[src/hw/rtl/pmi_pkg.sv]
// ----------------------------------------------------------------------------
// pmi_pkg: shared types and constants of the pointer motion integrator
// Command codes, register indexes, speed limits and the words passed between
// the front end, the work queue and the back end.
// ----------------------------------------------------------------------------
package pmi_pkg;

	localparam int HISTORY_DEPTH = 4;
	localparam int SPEED_STEP    = 32;

	localparam logic [1:0] CMD_TICK  = 2'd0;
	localparam logic [1:0] CMD_SET   = 2'd1;
	localparam logic [1:0] CMD_PRIME = 2'd2;

	localparam logic [2:0] REG_SCREEN_WIDTH  = 3'd0;
	localparam logic [2:0] REG_SCREEN_HEIGHT = 3'd1;
	localparam logic [2:0] REG_JOY_LEFT      = 3'd2;
	localparam logic [2:0] REG_JOY_RIGHT     = 3'd3;
	localparam logic [2:0] REG_JOY_UP        = 3'd4;
	localparam logic [2:0] REG_JOY_DOWN      = 3'd5;
	localparam logic [2:0] REG_MOUSE_ENABLE  = 3'd6;
	localparam logic [2:0] REG_JOY_ENABLE    = 3'd7;

	localparam logic signed [23:0] SPEED_MAX = 24'sh7FFFFF;
	localparam logic signed [23:0] SPEED_MIN = 24'sh800000;

	typedef enum logic [1:0] {
		OP_TICK = 2'd0,
		OP_SET  = 2'd1,
		OP_HOLD = 2'd2
	} op_kind_t;

	typedef struct packed {
		logic [15:0] left;
		logic [15:0] right;
		logic [15:0] up;
		logic [15:0] down;
		logic        mouse_en;
		logic        joy_en;
	} front_cfg_t;

	typedef struct packed {
		logic [12:0] width;
		logic [12:0] height;
	} back_cfg_t;

	typedef struct packed {
		op_kind_t           kind;
		logic signed [15:0] dx;
		logic signed [15:0] dy;
		logic signed [2:0]  push_x;
		logic signed [2:0]  push_y;
		logic [3:0]         buttons;
	} work_t;

	typedef struct packed {
		logic [11:0] pos_x;
		logic [11:0] pos_y;
		logic [3:0]  buttons;
	} result_t;

endpackage

[src/hw/rtl/pointer_motion_integrator.sv]
// ----------------------------------------------------------------------------
// pointer_motion_integrator: cursor integrator for mouse, joystick and keys
// A pushed word is held in the work queue, its result in the result queue.
// Throughput: one word per cycle unless the result side holds off popping;
// front and back end work combinationally; a two-entry queue follows each.
// Reset: cursor, velocities and joystick history clear; registers take their
// defaults; both queues empty.
// ----------------------------------------------------------------------------
module pointer_motion_integrator #(
	parameter int HISTORY_DEPTH = pmi_pkg::HISTORY_DEPTH,
	parameter int SPEED_STEP    = pmi_pkg::SPEED_STEP
) (
	input  logic               clk,
	input  logic               arst_n,
	input  logic               push,
	output logic               full,
	input  logic [1:0]         command,
	input  logic signed [15:0] mouse_dx,
	input  logic signed [15:0] mouse_dy,
	input  logic [2:0]         mouse_buttons,
	input  logic [15:0]        joy_x,
	input  logic [15:0]        joy_y,
	input  logic [3:0]         joy_buttons,
	input  logic [5:0]         key_bits,
	input  logic signed [15:0] set_x,
	input  logic signed [15:0] set_y,
	output logic               empty,
	input  logic               pop,
	output logic [11:0]        pos_x,
	output logic [11:0]        pos_y,
	output logic [3:0]         buttons,
	input  logic               cfg_valid,
	output logic               cfg_ready,
	input  logic [2:0]         cfg_index,
	input  logic [15:0]        cfg_data
);
	import pmi_pkg::*;

	front_cfg_t fcfg_q;
	back_cfg_t  bcfg_q;
	work_t      work_in;
	work_t      work_out;
	result_t    res_in;
	result_t    res_out;
	logic       take;
	logic       mid_empty;
	logic       out_full;
	logic       go;

	assign cfg_ready = 1'b1;
	assign take      = push && !full;
	assign go        = !mid_empty && !out_full;

	always_ff @(posedge clk or negedge arst_n) begin
		if (!arst_n) begin
			bcfg_q.width    <= 13'd320;
			bcfg_q.height   <= 13'd200;
			fcfg_q.left     <= 16'd16384;
			fcfg_q.right    <= 16'd49152;
			fcfg_q.up       <= 16'd16384;
			fcfg_q.down     <= 16'd49152;
			fcfg_q.mouse_en <= 1'b0;
			fcfg_q.joy_en   <= 1'b0;
		end else if (cfg_valid && cfg_ready) begin
			unique case (cfg_index)
				REG_SCREEN_WIDTH:  bcfg_q.width    <= cfg_data[12:0];
				REG_SCREEN_HEIGHT: bcfg_q.height   <= cfg_data[12:0];
				REG_JOY_LEFT:      fcfg_q.left     <= cfg_data;
				REG_JOY_RIGHT:     fcfg_q.right    <= cfg_data;
				REG_JOY_UP:        fcfg_q.up       <= cfg_data;
				REG_JOY_DOWN:      fcfg_q.down     <= cfg_data;
				REG_MOUSE_ENABLE:  fcfg_q.mouse_en <= cfg_data[0];
				REG_JOY_ENABLE:    fcfg_q.joy_en   <= cfg_data[0];
				default: ;
			endcase
		end
	end

	pmi_front #(
		.HISTORY_DEPTH(HISTORY_DEPTH)
	) u_front (
		.clk          (clk),
		.arst_n       (arst_n),
		.take         (take),
		.cfg          (fcfg_q),
		.command      (command),
		.mouse_dx     (mouse_dx),
		.mouse_dy     (mouse_dy),
		.mouse_buttons(mouse_buttons),
		.joy_x        (joy_x),
		.joy_y        (joy_y),
		.joy_buttons  (joy_buttons),
		.key_bits     (key_bits),
		.set_x        (set_x),
		.set_y        (set_y),
		.work         (work_in)
	);

	pmi_fifo #(
		.W($bits(work_t))
	) u_work_q (
		.clk   (clk),
		.arst_n(arst_n),
		.push  (push),
		.full  (full),
		.wdata (work_in),
		.pop   (go),
		.empty (mid_empty),
		.rdata (work_out)
	);

	pmi_back #(
		.SPEED_STEP(SPEED_STEP)
	) u_back (
		.clk   (clk),
		.arst_n(arst_n),
		.go    (go),
		.cfg   (bcfg_q),
		.work  (work_out),
		.result(res_in)
	);

	pmi_fifo #(
		.W($bits(result_t))
	) u_result_q (
		.clk   (clk),
		.arst_n(arst_n),
		.push  (go),
		.full  (out_full),
		.wdata (res_in),
		.pop   (pop),
		.empty (empty),
		.rdata (res_out)
	);

	assign pos_x   = res_out.pos_x;
	assign pos_y   = res_out.pos_y;
	assign buttons = res_out.buttons;

endmodule

[src/hw/rtl/pmi_fifo.sv]
// ----------------------------------------------------------------------------
// pmi_fifo: two-entry word queue
// Decouples a producer from a consumer; a word may enter while the oldest
// one leaves in the same cycle.
// ----------------------------------------------------------------------------
module pmi_fifo #(
	parameter int W = 8
) (
	input  logic         clk,
	input  logic         arst_n,
	input  logic         push,
	output logic         full,
	input  logic [W-1:0] wdata,
	input  logic         pop,
	output logic         empty,
	output logic [W-1:0] rdata
);

	logic [W-1:0] mem_q [2];
	logic         wr_q;
	logic         rd_q;
	logic [1:0]   cnt_q;
	logic         do_push;
	logic         do_pop;

	assign full    = (cnt_q == 2'd2);
	assign empty   = (cnt_q == 2'd0);
	assign do_push = push && !full;
	assign do_pop  = pop && !empty;
	assign rdata   = mem_q[rd_q];

	always_ff @(posedge clk) begin
		if (do_push) begin
			mem_q[wr_q] <= wdata;
		end
	end

	always_ff @(posedge clk or negedge arst_n) begin
		if (!arst_n) begin
			wr_q  <= 1'b0;
			rd_q  <= 1'b0;
			cnt_q <= 2'd0;
		end else begin
			if (do_push) begin
				wr_q <= !wr_q;
			end
			if (do_pop) begin
				rd_q <= !rd_q;
			end
			if (do_push && !do_pop) begin
				cnt_q <= cnt_q + 2'd1;
			end else if (do_pop && !do_push) begin
				cnt_q <= cnt_q - 2'd1;
			end
		end
	end

endmodule

[src/hw/rtl/pmi_front.sv]
// ----------------------------------------------------------------------------
// pmi_front: command decode and joystick history
// Classifies each word, keeps the joystick ring with running sums, compares
// the average against the limits and forms the pushes and merged buttons.
// ----------------------------------------------------------------------------
module pmi_front #(
	parameter int HISTORY_DEPTH = pmi_pkg::HISTORY_DEPTH
) (
	input  logic               clk,
	input  logic               arst_n,
	input  logic               take,
	input  pmi_pkg::front_cfg_t cfg,
	input  logic [1:0]         command,
	input  logic signed [15:0] mouse_dx,
	input  logic signed [15:0] mouse_dy,
	input  logic [2:0]         mouse_buttons,
	input  logic [15:0]        joy_x,
	input  logic [15:0]        joy_y,
	input  logic [3:0]         joy_buttons,
	input  logic [5:0]         key_bits,
	input  logic signed [15:0] set_x,
	input  logic signed [15:0] set_y,
	output pmi_pkg::work_t     work
);
	import pmi_pkg::*;

	localparam int SLOT_W = (HISTORY_DEPTH > 1) ? $clog2(HISTORY_DEPTH) : 1;
	localparam int SUM_W  = 16 + SLOT_W;
	localparam logic [SLOT_W-1:0] LAST_SLOT = SLOT_W'(HISTORY_DEPTH - 1);
	localparam logic [SUM_W-1:0]  DEPTH_K   = SUM_W'(HISTORY_DEPTH);

	logic [15:0]       hist_x_q [HISTORY_DEPTH];
	logic [15:0]       hist_y_q [HISTORY_DEPTH];
	logic [3:0]        hist_b_q [HISTORY_DEPTH];
	logic [SLOT_W-1:0] slot_q;
	logic [SUM_W-1:0]  sum_x_q;
	logic [SUM_W-1:0]  sum_y_q;

	logic [SUM_W-1:0]  sum_x_new;
	logic [SUM_W-1:0]  sum_y_new;
	logic [SUM_W-1:0]  lim_left;
	logic [SUM_W-1:0]  lim_right;
	logic [SUM_W-1:0]  lim_up;
	logic [SUM_W-1:0]  lim_down;
	logic [3:0]        joy_or;
	logic              is_tick;
	logic              is_prime;
	logic              joy_step;

	assign is_tick  = (command == CMD_TICK);
	assign is_prime = (command == CMD_PRIME);
	assign joy_step = take && is_tick && cfg.joy_en;

	// floor(sum / depth) < limit  <=>  sum < limit * depth
	assign sum_x_new = sum_x_q - SUM_W'(hist_x_q[slot_q]) + SUM_W'(joy_x);
	assign sum_y_new = sum_y_q - SUM_W'(hist_y_q[slot_q]) + SUM_W'(joy_y);
	assign lim_left  = SUM_W'(cfg.left) * DEPTH_K;
	assign lim_right = SUM_W'(cfg.right) * DEPTH_K;
	assign lim_up    = SUM_W'(cfg.up) * DEPTH_K;
	assign lim_down  = SUM_W'(cfg.down) * DEPTH_K;

	always_comb begin
		joy_or = 4'd0;
		for (int i = 0; i < HISTORY_DEPTH; i++) begin
			joy_or = joy_or | ((SLOT_W'(i) == slot_q) ? joy_buttons : hist_b_q[i]);
		end
	end

	always_comb begin
		work = '0;
		unique case (command)
			CMD_TICK: begin
				work.kind = OP_TICK;
				if (cfg.mouse_en) begin
					work.dx      = mouse_dx;
					work.dy      = mouse_dy;
					work.buttons = {1'b0, mouse_buttons};
				end
				if (cfg.joy_en) begin
					work.buttons = work.buttons | joy_or;
					if (sum_x_new < lim_left) work.push_x = work.push_x - 3'sd1;
					if (sum_x_new >= lim_right) work.push_x = work.push_x + 3'sd1;
					if (sum_y_new < lim_up) work.push_y = work.push_y - 3'sd1;
					if (sum_y_new >= lim_down) work.push_y = work.push_y + 3'sd1;
				end
				if (key_bits[0]) work.push_y = work.push_y - 3'sd1;
				if (key_bits[1]) work.push_y = work.push_y + 3'sd1;
				if (key_bits[2]) work.push_x = work.push_x - 3'sd1;
				if (key_bits[3]) work.push_x = work.push_x + 3'sd1;
				work.buttons = work.buttons | {2'b00, key_bits[5], key_bits[4]};
			end
			CMD_SET: begin
				work.kind = OP_SET;
				work.dx   = set_x;
				work.dy   = set_y;
			end
			default: begin
				work.kind = OP_HOLD;
			end
		endcase
	end

	always_ff @(posedge clk or negedge arst_n) begin
		if (!arst_n) begin
			for (int i = 0; i < HISTORY_DEPTH; i++) begin
				hist_x_q[i] <= '0;
				hist_y_q[i] <= '0;
				hist_b_q[i] <= '0;
			end
			slot_q  <= '0;
			sum_x_q <= '0;
			sum_y_q <= '0;
		end else if (joy_step) begin
			hist_x_q[slot_q] <= joy_x;
			hist_y_q[slot_q] <= joy_y;
			hist_b_q[slot_q] <= joy_buttons;
			sum_x_q          <= sum_x_new;
			sum_y_q          <= sum_y_new;
			slot_q           <= (slot_q == LAST_SLOT) ? '0 : slot_q + SLOT_W'(1);
		end else if (take && is_prime) begin
			for (int i = 0; i < HISTORY_DEPTH; i++) begin
				hist_x_q[i] <= joy_x;
				hist_y_q[i] <= joy_y;
				hist_b_q[i] <= '0;
			end
			slot_q  <= '0;
			sum_x_q <= SUM_W'(joy_x) * DEPTH_K;
			sum_y_q <= SUM_W'(joy_y) * DEPTH_K;
		end
	end

endmodule

[src/hw/rtl/pmi_back.sv]
// ----------------------------------------------------------------------------
// pmi_back: velocity and cursor update
// Advances the saturating 16.8 velocities or zeroes them when nothing pushes,
// moves and clamps the cursor and forms one result word for each work word.
// ----------------------------------------------------------------------------
module pmi_back #(
	parameter int SPEED_STEP = pmi_pkg::SPEED_STEP
) (
	input  logic               clk,
	input  logic               arst_n,
	input  logic               go,
	input  pmi_pkg::back_cfg_t cfg,
	input  pmi_pkg::work_t     work,
	output pmi_pkg::result_t   result
);
	import pmi_pkg::*;

	logic signed [23:0] speed_x_q;
	logic signed [23:0] speed_y_q;
	logic [11:0]        cur_x_q;
	logic [11:0]        cur_y_q;

	logic signed [23:0] speed_x_new;
	logic signed [23:0] speed_y_new;
	logic [11:0]        top_x;
	logic [11:0]        top_y;
	logic [11:0]        pos_x_new;
	logic [11:0]        pos_y_new;
	logic               is_tick;
	logic               moves;

	function automatic logic signed [23:0] advance(logic signed [23:0] v,
		logic signed [2:0] push);
		logic signed [10:0] delta;
		logic signed [24:0] s;
		delta = 11'(push) * 11'(SPEED_STEP);
		s     = 25'(v) + 25'(delta);
		if (push == 3'sd0) begin
			return '0;
		end else if (s > 25'(SPEED_MAX)) begin
			return SPEED_MAX;
		end else if (s < 25'(SPEED_MIN)) begin
			return SPEED_MIN;
		end
		return s[23:0];
	endfunction

	function automatic logic signed [15:0] whole(logic signed [23:0] v);
		logic signed [23:0] t;
		t = v[23] ? ((v + 24'sd255) >>> 8) : (v >>> 8);
		return t[15:0];
	endfunction

	function automatic logic [11:0] top_of(logic [12:0] size);
		if (size == 13'd0) begin
			return 12'd0;
		end else if (size > 13'd4096) begin
			return 12'hFFF;
		end
		return 12'(size - 13'd1);
	endfunction

	function automatic logic [11:0] place(logic [11:0] cur, logic tick,
		logic signed [15:0] d, logic signed [15:0] sp, logic [11:0] top);
		logic signed [18:0] p;
		p = (tick ? $signed({7'b0, cur}) : 19'sd0) + 19'(d) + (tick ? 19'(sp) : 19'sd0);
		if (p[18]) begin
			return 12'd0;
		end else if (p > $signed({7'b0, top})) begin
			return top;
		end
		return p[11:0];
	endfunction

	assign is_tick     = (work.kind == OP_TICK);
	assign moves       = is_tick || (work.kind == OP_SET);
	assign speed_x_new = advance(speed_x_q, work.push_x);
	assign speed_y_new = advance(speed_y_q, work.push_y);
	assign top_x       = top_of(cfg.width);
	assign top_y       = top_of(cfg.height);
	assign pos_x_new   = place(cur_x_q, is_tick, work.dx, whole(speed_x_new), top_x);
	assign pos_y_new   = place(cur_y_q, is_tick, work.dy, whole(speed_y_new), top_y);

	assign result.pos_x   = moves ? pos_x_new : cur_x_q;
	assign result.pos_y   = moves ? pos_y_new : cur_y_q;
	assign result.buttons = work.buttons;

	always_ff @(posedge clk or negedge arst_n) begin
		if (!arst_n) begin
			speed_x_q <= '0;
			speed_y_q <= '0;
			cur_x_q   <= '0;
			cur_y_q   <= '0;
		end else if (go) begin
			if (is_tick) begin
				speed_x_q <= speed_x_new;
				speed_y_q <= speed_y_new;
			end
			if (moves) begin
				cur_x_q <= pos_x_new;
				cur_y_q <= pos_y_new;
			end
		end
	end

endmodule

[config.mk]
export PLATFORM = sky130hd
export DESIGN_NAME = pointer_motion_integrator
export DESIGN_NICKNAME = d
export VERILOG_FILES = /design/src/hw/rtl/pmi_pkg.sv /design/src/hw/rtl/pointer_motion_integrator.sv /design/src/hw/rtl/pmi_fifo.sv /design/src/hw/rtl/pmi_front.sv /design/src/hw/rtl/pmi_back.sv
export SDC_FILE = /design/constraint.sdc
export NUM_CORES = 1
export LEC_CHECK = 0
export BUFFER_PORTS_ARGS = -buffer_cell sky130_fd_sc_hd__buf_2
export CORE_ASPECT_RATIO = 2
export CORE_MARGIN = 1.5
export CORE_UTILIZATION = 55
export CTS_BUF_LIST = sky130_fd_sc_hd__clkbuf_4
export DETAILED_ROUTE_END_ITERATION = 8
export PLACE_DENSITY = 0.76
export SYNTH_ARGS = -nofsm -noshare
export SYNTH_HDL_FRONTEND = slang
export SYNTH_SLANG_ARGS = --single-unit
[constraint.sdc]
create_clock -name clk -period 8.3 [get_ports clk]
set_input_delay 0.415 -clock clk [delete_from_list [all_inputs] [get_ports clk]]
set_output_delay 0.415 -clock clk [all_outputs]
set_load 0.05 [all_outputs]
==> metrics.md <==
| Metric | Value |
|---|---|
| Worst-Margin Slew | between 1 and 1.5 ns |
| Period utilisation layout | 94.3% |
| Post-Syn Area | between 30000 and 40000 um^2 |
| Htree depth | 3 |
| Slew Limit Fails | 0 |
| Area leader, netlist | dfrtp_1 |
| Worst min path class | in2reg |
| F_max | roughly 0.13 GHz |
| Max clock buf depth | 3 |
| Starting Density | approximately 56% |
| Largest net degree at the start of global routing | 176 |
| Setup Skew | 0.0431 ns |
| Cells after DPL | between 4000 and 5000 |
| CP Class | reg2reg |
| Non-filler cells, final | approximately 4400 |
| Worst hold slack | about 0.070 ns |
| EDFF count, synth | around 140 |
| RSZ-0062 raised after global routing | false |
| Warnings from Yosys | 0 |
| Worst-skew pair later-pin latency | between 0.8 and 0.9 ns |
| Initial DRT Pass Iterations | 5 |
| Avg WL per Cell | between 20 and 25 um |
| CP max stage delay | approximately 0.59 ns |
| Fin area | between 30000 and 40000 um^2 |
| Drt initial violations | 1429 |
| Mapped Cells | around 3200 |
| Final hold vios | 0 |
| WL final | 88400 um |
| Remaining DRCs | 0 |
| Routability cong. | ~1 |
| Sequential fraction of the synthesis area | approximately 40% |
| Die Wd | 175 um |
| Worst-path clk slew | about 0.07 ns |
| Area post-placement | about 34000 um^2 |
| WP data required | 8.99 ns |
| Status | completed |
| Vias in the first global route | about 27000 |
| CTS tree | done |
| Root buffer cell | clkbuf_4 |
| Max Cap Viol | 0 |
| Syn_nets | 3592 |
| DRT antenna net count | 0 |
| Rows | 125 |
| Unique masters post-synth | 100 |
| CP most frequent cell | a21oi_1 |
| Slowest cell on crit path | or4_4 |
| Syn_area_per_cell | ~10 um^2 |
| Core ar. | ~58000 um^2 |
| #FFs+latches synth | ~500 |
| Ranking of synthesized cells by area | dfrtp_1 (26%), edfxtp_1 (13%), ha_1 (9.0%), mux2_2 (8.8%), nand2_1 (3.7%) |
| All-Layer GR Usage | between 20% and 30% |
| Input/output buffers | 164 |
| Layout Nets | between 3000 and 4000 |
| CTS buffer count | between 100 and 150 |
| Layout cell share with drive strength beyond 1 | a little over a fifth |
| Worst Setup End Kind | flop |
| GRT overflow | 0 |
| Clock sinks | around 500 |
| I/O pins | between 150 and 200 |
| Die height | 347 um |
| Minimum clock period | roughly 7.8 ns |
| Ys async rst share | a little over 70% |
| First-pass GRT wire length | approximately 140000 um |
| Post-DP HPWL | between 60000 and 70000 um |
| Crit path max fanout | 18 |
| Setup TNS | 0 ns |
| Final setup fails | 0 |
| CP Launch Type | flop |
| DR vias | between 20000 and 30000 |
| Rel. slew slack | 22.2% |
| Prevailing post-synth register cell | dfrtp_1 |
| WP data arrival | about 8.5 ns |
| Synth-to-Final Area Change | 14.1% |
| Die area | just over 60000 um^2 |
| Fill cells | approximately 4700 |
| Synth top area share | between 20% and 30% |
| Average vias per placed instance | ~5.9 |
| Initial antenna violation count | 3 |
[timing repair]
action                                  4_1_cts  5_1_grt
hold buffers                                129        0
endpoints found under the setup margin        0       40
gates resized for setup                       0        7
buffers inserted                              0        2
hold endpoints to repair                    437        0
[registers in the layout (all words and copies together) (netlist names), 12 cells and up]
signal and cells:
bcfg_q 26, fcfg_q 66, u_back.cur_x_q 12, u_back.cur_y_q 12
u_back.speed_x_q 24, u_back.speed_y_q 24, u_front.hist_b_q 16, u_front.hist_x_q 64
u_front.hist_y_q 64, u_front.sum_x_q 18, u_front.sum_y_q 18, u_result_q.mem_q 56
u_work_q.mem_q 88
[layout by cell type, fill, tap and decap left out, drive strengths merged, types with 13 or more instances in the layout]
| master | netlist | layout |
|---|---|---|
| o21a | 33 | 33 |
| nand2b | 34 | 34 |
| a21oi | 129 | 129 |
| nor3 | 46 | 46 |
| o21ai | 197 | 197 |
| fa | 38 | 38 |
| clkbuf | 89 | 162 |
| nor2 | 204 | 204 |
| nand2 | 332 | 332 |
| edfxtp | 144 | 144 |
| a31oi | 40 | 40 |
| o31ai | 14 | 14 |
| and3 | 18 | 18 |
| a211oi | 29 | 29 |
| dlygate4sd3 | 0 | 129 |
| a221oi | 13 | 13 |
| a22o | 42 | 42 |
| o221ai | 25 | 25 |
| nor2b | 31 | 31 |
| inv | 276 | 278 |
| o211ai | 13 | 13 |
| or3 | 15 | 15 |
| mux2 | 256 | 256 |
| mux2i | 24 | 24 |
| clkinv | 0 | 32 |
| a21o | 45 | 45 |
| xnor2 | 89 | 89 |
| mux4 | 32 | 32 |
| or2 | 15 | 15 |
| dfrtp | 343 | 343 |
| nand3 | 65 | 65 |
| nand4 | 19 | 19 |
| ha | 234 | 234 |
| and2 | 35 | 35 |
| buf | 30 | 222 |
| xor2 | 61 | 61 |
| nor4 | 16 | 16 |
[critical path: cells and delay by family (launching register included)]
family	cells	cell delay, ns
AOI/OAI and AO/OA	17	3.45
and+or+nand+nor	4	1.35
adders and majority gates	3	0.96
muxes	2	0.83
DFF	1	0.46
buffers and inverters	2	0.44
xor gates and xnor gates	1	0.17
[routing by layer]
layer | GRT usage, % | wire length [um] | up-vias | share of wire (%)
met5 | 0 | 12 | - | 0.014
met4 | 18.3 | 5890 | 2 | 6.7
met3 | 3.77 | 4200 | 271 | 4.7
met2 | 54.2 | 46500 | 871 | 53
met1 | 31.1 | 31900 | 12700 | 36
li1 | - | - | 12100 | -
[synthesized netlist by cell type, types with 65 or more instances]
master,count
dfrtp_1,343
nand2_1,322
nor2_1,203
mux2_2,253
ha_1,234
xnor2_1,89
nand3_1,65
inv_1,276
edfxtp_1,144
clkbuf_1,89
a21oi_1,129
o21ai_0,160
[metrics by stage]
step	worst slack, ns	util, %
after global routing	0.0145	63.7
after global placement	0.246	58.9
after detailed placement	0.116	58.9
after floorplan	0.523	-
after CTS	0.0686	63.6
final	0.476	63.7
[worst paths after layout]
path | from | endpoint | slack (ns) | cells after the start
setup / recovery | u_work_q.rd_q$_DFFE_PN0P_ | u_result_q.mem_q[1][6]$_DFFE_PP_ | 0.48 | 29
hold / removal | push | u_work_q.wr_q$_DFFE_PN0P_ | 0.07 | 3
setup reg to reg | u_work_q.rd_q$_DFFE_PN0P_ | u_result_q.mem_q[1][6]$_DFFE_PP_ | 0.48 | 29
hold reg to reg | u_back.speed_y_q[4]$_DFFE_PN0P_ | u_back.speed_y_q[4]$_DFFE_PN0P_ | 0.48 | 1
max in group asynchronous | arst_n | fcfg_q[28]$_DFFE_PN0P_ | 6.51 | 3
min in group asynchronous | arst_n | u_back.cur_y_q[10]$_DFFE_PN0P_ | 0.19 | 2
[area by class of cell]
class,instances,area (um^2),share of cell area (%)
Multi-Input combinational cell,2292,17800,48.1
Tap cell,762,953,2.57
Antenna cell,4,10.0,0.0270
Sequential cell,498,13200,35.6
Clock buffer,162,1220,3.28
Clock inverter,37,215,0.581
Inverter,276,1040,2.80
Timing Repair Buffer,351,2580,6.97
[cells by family after synthesis]
kind of cell	synth area share (%)
compound gates	14.4
xor+xnor	4.05
fa+ha+maj	11.4
buf+inv	4.73
flops	40.6
mux	11.9
other cells	0.0116
simple gates	12.9
Power is not shown: default switching activity piles up to over one toggle a cycle in this logic, so the estimate is an artifact.
